[src/rtl/esam_pkg.sv]
// ----------------------------------------------------------------------------
// esam_pkg
// Types, codes and constants shared by the equal-share audio mixer modules.
// ----------------------------------------------------------------------------
package esam_pkg;

    // Default sizing of the participant table and the frame buffer.
    localparam int ESAM_MAX_SLOTS = 128;
    localparam int ESAM_FRAME_LEN = 1024;

    // Field widths of the request and result channels.
    localparam int OP_W     = 2;
    localparam int CH_W     = 7;
    localparam int POS_IN_W = 10;
    localparam int SAMPLE_W = 8;
    localparam int STATUS_W = 2;

    // Divider width and the fixed-point scale of the reciprocal.
    localparam int DIV_W       = 17;
    localparam int RECIP_SHIFT = 16;
    localparam int RECIP_ONE   = 1 << RECIP_SHIFT;
    localparam int PROD_W      = SAMPLE_W + DIV_W;

    // Result status codes.
    localparam logic [STATUS_W-1:0] ST_OK       = 2'd0;
    localparam logic [STATUS_W-1:0] ST_FULL     = 2'd1;
    localparam logic [STATUS_W-1:0] ST_INACTIVE = 2'd2;

    // Request opcodes.
    typedef enum logic [OP_W-1:0] {
        OP_WRITE = 2'd0,
        OP_JOIN  = 2'd1,
        OP_LEAVE = 2'd2,
        OP_NONE  = 2'd3
    } esam_op_t;

    // Commands from the controller to the datapath.
    typedef struct packed {
        logic capture;
        logic decode;
        logic div_start;
        logic pos_load;
        logic store;
        logic recip_load;
        logic walk_issue;
        logic clear_start;
        logic clear_step;
        logic join_commit;
        logic leave_commit;
        logic load_out;
    } esam_cmd_t;

    // Status from the datapath to the controller.
    typedef struct packed {
        esam_op_t op;
        logic     write_live;
        logic     join_ok;
        logic     leave_live;
        logic     div_done;
        logic     walk_last;
        logic     clear_last;
        logic     pipe_busy;
    } esam_sts_t;

endpackage

[src/rtl/esam_ctrl.sv]
// ----------------------------------------------------------------------------
// esam_ctrl
// Mixer controller: sequences each request through the datapath and owns
// the request and result handshakes.
// ----------------------------------------------------------------------------
module esam_ctrl (
    input  logic                aclk,
    input  logic                aresetn,
    input  logic                s_valid,
    output logic                s_ready,
    output logic                m_valid,
    input  logic                m_ready,
    output esam_pkg::esam_cmd_t cmd,
    input  esam_pkg::esam_sts_t sts
);
    import esam_pkg::*;

    typedef enum logic [3:0] {
        S_IDLE,
        S_DECODE,
        S_POS_DIV,
        S_STORE,
        S_RECIP_DIV,
        S_WALK,
        S_DRAIN,
        S_CLEAR,
        S_FINISH
    } state_t;

    state_t state_reg;
    state_t state_next;
    logic   m_valid_reg;
    logic   m_valid_next;

    // Next state and datapath commands.
    always_comb begin
        state_next = state_reg;
        cmd        = '0;
        case (state_reg)
            S_IDLE: begin
                cmd.capture = s_valid;
                if (s_valid) begin
                    state_next = S_DECODE;
                end
            end
            S_DECODE: begin
                cmd.decode = 1'b1;
                state_next = S_FINISH;
                case (sts.op)
                    OP_WRITE: begin
                        if (sts.write_live) begin
                            state_next = S_POS_DIV;
                        end
                    end
                    OP_JOIN: begin
                        if (sts.join_ok) begin
                            cmd.clear_start = 1'b1;
                            state_next      = S_CLEAR;
                        end
                    end
                    OP_LEAVE: begin
                        cmd.leave_commit = sts.leave_live;
                    end
                    default: begin
                        state_next = S_FINISH;
                    end
                endcase
            end
            S_POS_DIV: begin
                cmd.pos_load = 1'b1;
                state_next   = S_STORE;
            end
            S_STORE: begin
                cmd.store     = 1'b1;
                cmd.div_start = 1'b1;
                state_next    = S_RECIP_DIV;
            end
            S_RECIP_DIV: begin
                if (sts.div_done) begin
                    cmd.recip_load = 1'b1;
                    state_next     = S_WALK;
                end
            end
            S_WALK: begin
                cmd.walk_issue = 1'b1;
                if (sts.walk_last) begin
                    state_next = S_DRAIN;
                end
            end
            S_DRAIN: begin
                if (!sts.pipe_busy) begin
                    state_next = S_FINISH;
                end
            end
            S_CLEAR: begin
                cmd.clear_step = 1'b1;
                if (sts.clear_last) begin
                    cmd.join_commit = 1'b1;
                    state_next      = S_FINISH;
                end
            end
            S_FINISH: begin
                if (!m_valid_reg || m_ready) begin
                    cmd.load_out = 1'b1;
                    state_next   = S_IDLE;
                end
            end
            default: begin
                state_next = S_IDLE;
            end
        endcase
    end

    // Result valid: set when a result is loaded, dropped once it is taken.
    always_comb begin
        if (cmd.load_out) begin
            m_valid_next = 1'b1;
        end else if (m_ready) begin
            m_valid_next = 1'b0;
        end else begin
            m_valid_next = m_valid_reg;
        end
    end

    // State and registered outputs.
    always_ff @(posedge aclk) begin
        if (!aresetn) begin
            state_reg   <= S_IDLE;
            m_valid_reg <= 1'b0;
        end else begin
            state_reg   <= state_next;
            m_valid_reg <= m_valid_next;
        end
    end

    assign s_ready = state_reg == S_IDLE;
    assign m_valid = m_valid_reg;

endmodule

[config.mk]
export PLATFORM = sky130hd
export DESIGN_NAME = esam_ctrl
export DESIGN_NICKNAME = d
export VERILOG_FILES = /design/src/rtl/esam_pkg.sv /design/src/rtl/esam_ctrl.sv
export SDC_FILE = /design/constraint.sdc
export NUM_CORES = 1
export LEC_CHECK = 0
export BUFFER_PORTS_ARGS = -buffer_cell sky130_fd_sc_hd__buf_2
export CAP_MARGIN = 20
export CORE_AREA = 5 5 42 44
export CTS_CLUSTER_DIAMETER = 60
export DETAILED_ROUTE_END_ITERATION = 10
export DIE_AREA = 0 0 47 49
export PLACE_DENSITY = 0.69
export REMOVE_ABC_BUFFERS = 1
export SKIP_CTS_REPAIR_TIMING = 1
export SYNTH_ARGS = -nofsm -noshare
export SYNTH_HDL_FRONTEND = slang
export SYNTH_SLANG_ARGS = --single-unit
[constraint.sdc]
create_clock -name aclk -period 3.1 [get_ports aclk]
set_input_delay 0.62 -clock aclk [delete_from_list [all_inputs] [get_ports aclk]]
set_output_delay 0.62 -clock aclk [all_outputs]
set_load 0.05 [all_outputs]
-- After elaboration in Yosys (flattened, before gate mapping)
Index checks and enable logic that the tools add are counted.
- flip-flop bits (word level): 5
- bits in latches: 0
- bits in writable memories: 0
- bits in read-only memories: 0
- bits of input ports: 13
- output and inout port bits: 14
- logic and storage cells: 52
- memories: 0
- $add $sub $neg: 0
- multiply operators: 0
- divide/modulo/power cells: 0
- magnitude comparators: 0
- eq/ne operators: 16
- shift-type cells: 0
- muxes and demuxes: 28
- bitwise operators: 0
- reduce and logical (&&, ||, !) cells: 6
- operator list (kind ; count):
    $pmux W4 S9 ; 1
    $mux W4 ; 8
    $mux W1 ; 17
    $eq A4 B3 Y1 const B ; 4
    $ne A2 B2 Y1 const B ; 6
    $eq A4 B2 Y1 const B ; 2
    $pmux W4 S2 ; 1
    $reduce_and A6 Y1 ; 1
    $eq A4 B1 Y1 const B ; 1
    $eq A4 B4 Y1 const B ; 1
    $logic_not A4 Y1 ; 1
    $eq A2 B1 Y1 const B ; 1
    $eq A2 B2 Y1 const B ; 1
    $logic_not A2 Y1 ; 1
    $mux W2 ; 1
    $reduce_bool A2 Y1 ; 1
    $logic_not A1 Y1 ; 1
    $logic_or A1 B1 Y1 ; 1

-- Logic depth before layout (Yosys ltp)
- word-level depth: 5
- mapped depth: 5

-- Worst setup path before layout
OpenSTA, ideal clock, no wires.
- path kind: reg-to-output
- start point: register state_reg[2]
- end point: output port cmd[11] (netlist name)
- data arrival time: 2676 ps
- slack: -196 ps
- cell stages (with the launch flop): 4
- path buffers: 1
- path through: dfxtp_1 -> buf_2 -> nor4_1 -> and2_1
- RTL lines (what ; line ; source):
    start: declaration ; esam_ctrl.sv:30 ; state_t state_reg;
    start signal: assignment ; esam_ctrl.sv:131 ; state_reg <= state_next;
    end: declaration ; esam_ctrl.sv:13 ; output esam_pkg::esam_cmd_t cmd,

==> out/metrics.csv <==
metric;value;unit
outcome;complete, no violations;
fp.coreArea;1400;sq um
max_freq;414;MHz
die_y;49;um
finalMaxSlewViolations;0;
worstPathArrival;1800;ps
crit_path_start_kind;register;
min_path_type;reg -> reg;
finalPower;0.429;mW
syn_inst;64;
yosysTopAreaCell;dfxtp_1;
gp_congestion;0.714;
ir_drop;0.000302;V
crit_fanout;11;
insertedDiodeCount;0;
layout.nets;102;
layout_common_cells;buf_2, nand2_1, nor2_1, mux2i_1;
drive_gt1_share;38.6;%
ant_nets;0;
path_buf_inv;1;
relSlewSlack;69.8;%
grt_max_degree;14;
finalClockSkew;3.29;ps
powerDensity;684;nW/um^2
yosysTopAreaCellShare;20.2;%
ioPinCount;27;
initialDrtViolationCount;3;
grt_overflow;0;
path_clk_slew;40;ps
maxCapViolations;0;
clockBufferDepth;2;
cp_cell_sequence;or4b_4 > nor3_4 > buf_2;
p_leak;0.298;nW
tightest_slew;453;ps
dieArea;2300;sq um
grtUsageTotal;10.5;%
endpoint_kind;output port;
yosysWarnings;0;
synth_area;495;sq um
synth.avg_cell_area;7.74;sq um
required;2480;ps
finalInstanceArea;628;sq um
place_area;602;sq um
grt_pass1_wl;1840;um
rsz0062_at_grt;no;
dp_hpwl;928;um
synthTopCellsByArea;dfxtp_1, mux2i_1, nand2_1;
min_period;2420;ps
die_w;47;um
postRouteWirelength;1130;um
cts-root-buf;clkbuf_4;
cpMaxStageDelayCell;or4b_4;
first_pass_iters;2;
tns;0;ps
finalSetupViolCount;0;
cpPeakStageDelay;550;ps
worstSetupPathType;reg -> out;
drc;0;
antenna_found_initial;0;
cts_buffers;3;
num_vias;513;
portBuffers;26;
num_rows;14;
ys_seq_area_share;20.2;%
vias_per_cell;4.93;
cts-htree-levels;1;
finalHoldViolations;0;
ys_seq_elements;5;
final_common_cell;buf_2;
drt-wirelength-per-cell;10.9;um
grt_pass1_vias;472;
largest_register_ffs;4;
hp-start;state_reg[0];
area_growth;26.8;%
crit_start;state_reg[0];
cts_tree;yes;
insertion_delay;240;ps
final.period_utilization;78.0;%
ys_types;28;
crit_family;simple AND/OR/NAND/NOR gates;
reg2reg_from;state_reg[2];
clock_sinks;5;
initial_core_util;35.4;%
cells by family after synthesis:
kind of cell / Yosys count / synth area share (%)
compound gates: 10 / 15.7
buf+inv: 9 / 11.1
flops: 5 / 20.2
mux: 6 / 12.1
simple gates: 34 / 40.9
power breakdown:
part	switching [mW]	leakage [nW]	internal, mW
registers	0.0312	0.0408	0.0766
logic	0.165	0.242	0.0824
clock network	0.0257	0.0150	0.0486
total	0.222	0.298	0.208
stage by stage:
step | std cells | util [%] | setup slack, ps | hold WS [ps]
finish | 104 | 44.8 | 683 | 608
detailed placement | 100 | 42.9 | 928 | 612
floorplan | 58 | - | -169 | 549
global placement | 100 | 42.9 | 962 | 593
global route | 104 | 44.8 | 580 | 663
CTS | 104 | 44.8 | 663 | 617
cells in the mapped netlist:
library cell  count
a21oi_1           1
and2_1            2
o211ai_2          1
dfxtp_1           5
nor4_1            1
nor4b_1           1
o22a_1            2
o31ai_2           1
a22oi_1           1
nand2_1           7
nor3_1            5
o21ai_0           1
buf_4             3
buf_2             2
o21ai_1           2
nor3_4            1
nor2b_1           2
nor2_1            6
a211oi_1          1
nand3_1           1
or4b_4            1
nand3b_1          1
or3_1             1
buf_6             1
nand2b_1          4
inv_1             3
mux2i_1           6
nor4b_2           1
cell type report:
class,instances,area [sq um]
Clock buffer,4,26.3
Fill cell,159,773
Inverter,3,11.3
Multi-Input combinational cell,50,340
Sequential cell,5,100
Tap cell,16,20.0
Timing Repair Buffer,26,130
tightest hold or removal path: stages (launching register included):
cell	delay (ps)
dfxtp_1	400
nand2_1	100
mux2i_1	60
routing by layer:
metal,GRT usage (%),vias to the layer above,routed length [um]
met1,12.3,224,491
met3,2.95,2,81
met4,5.53,0,19
met2,16.5,13,536
met5,0,-,0
li1,-,274,-
path summary, 6_finish.rpt:
path / to / slack (ps) / cells past startpoint
max: cmd[4] / 680 / 3
min: state_reg[0] / 610 / 2
max reg2reg: state_reg[2] / 1430 / 4
min reg2reg: state_reg[0] / 610 / 2
Power figures use the tool's default switching activity.
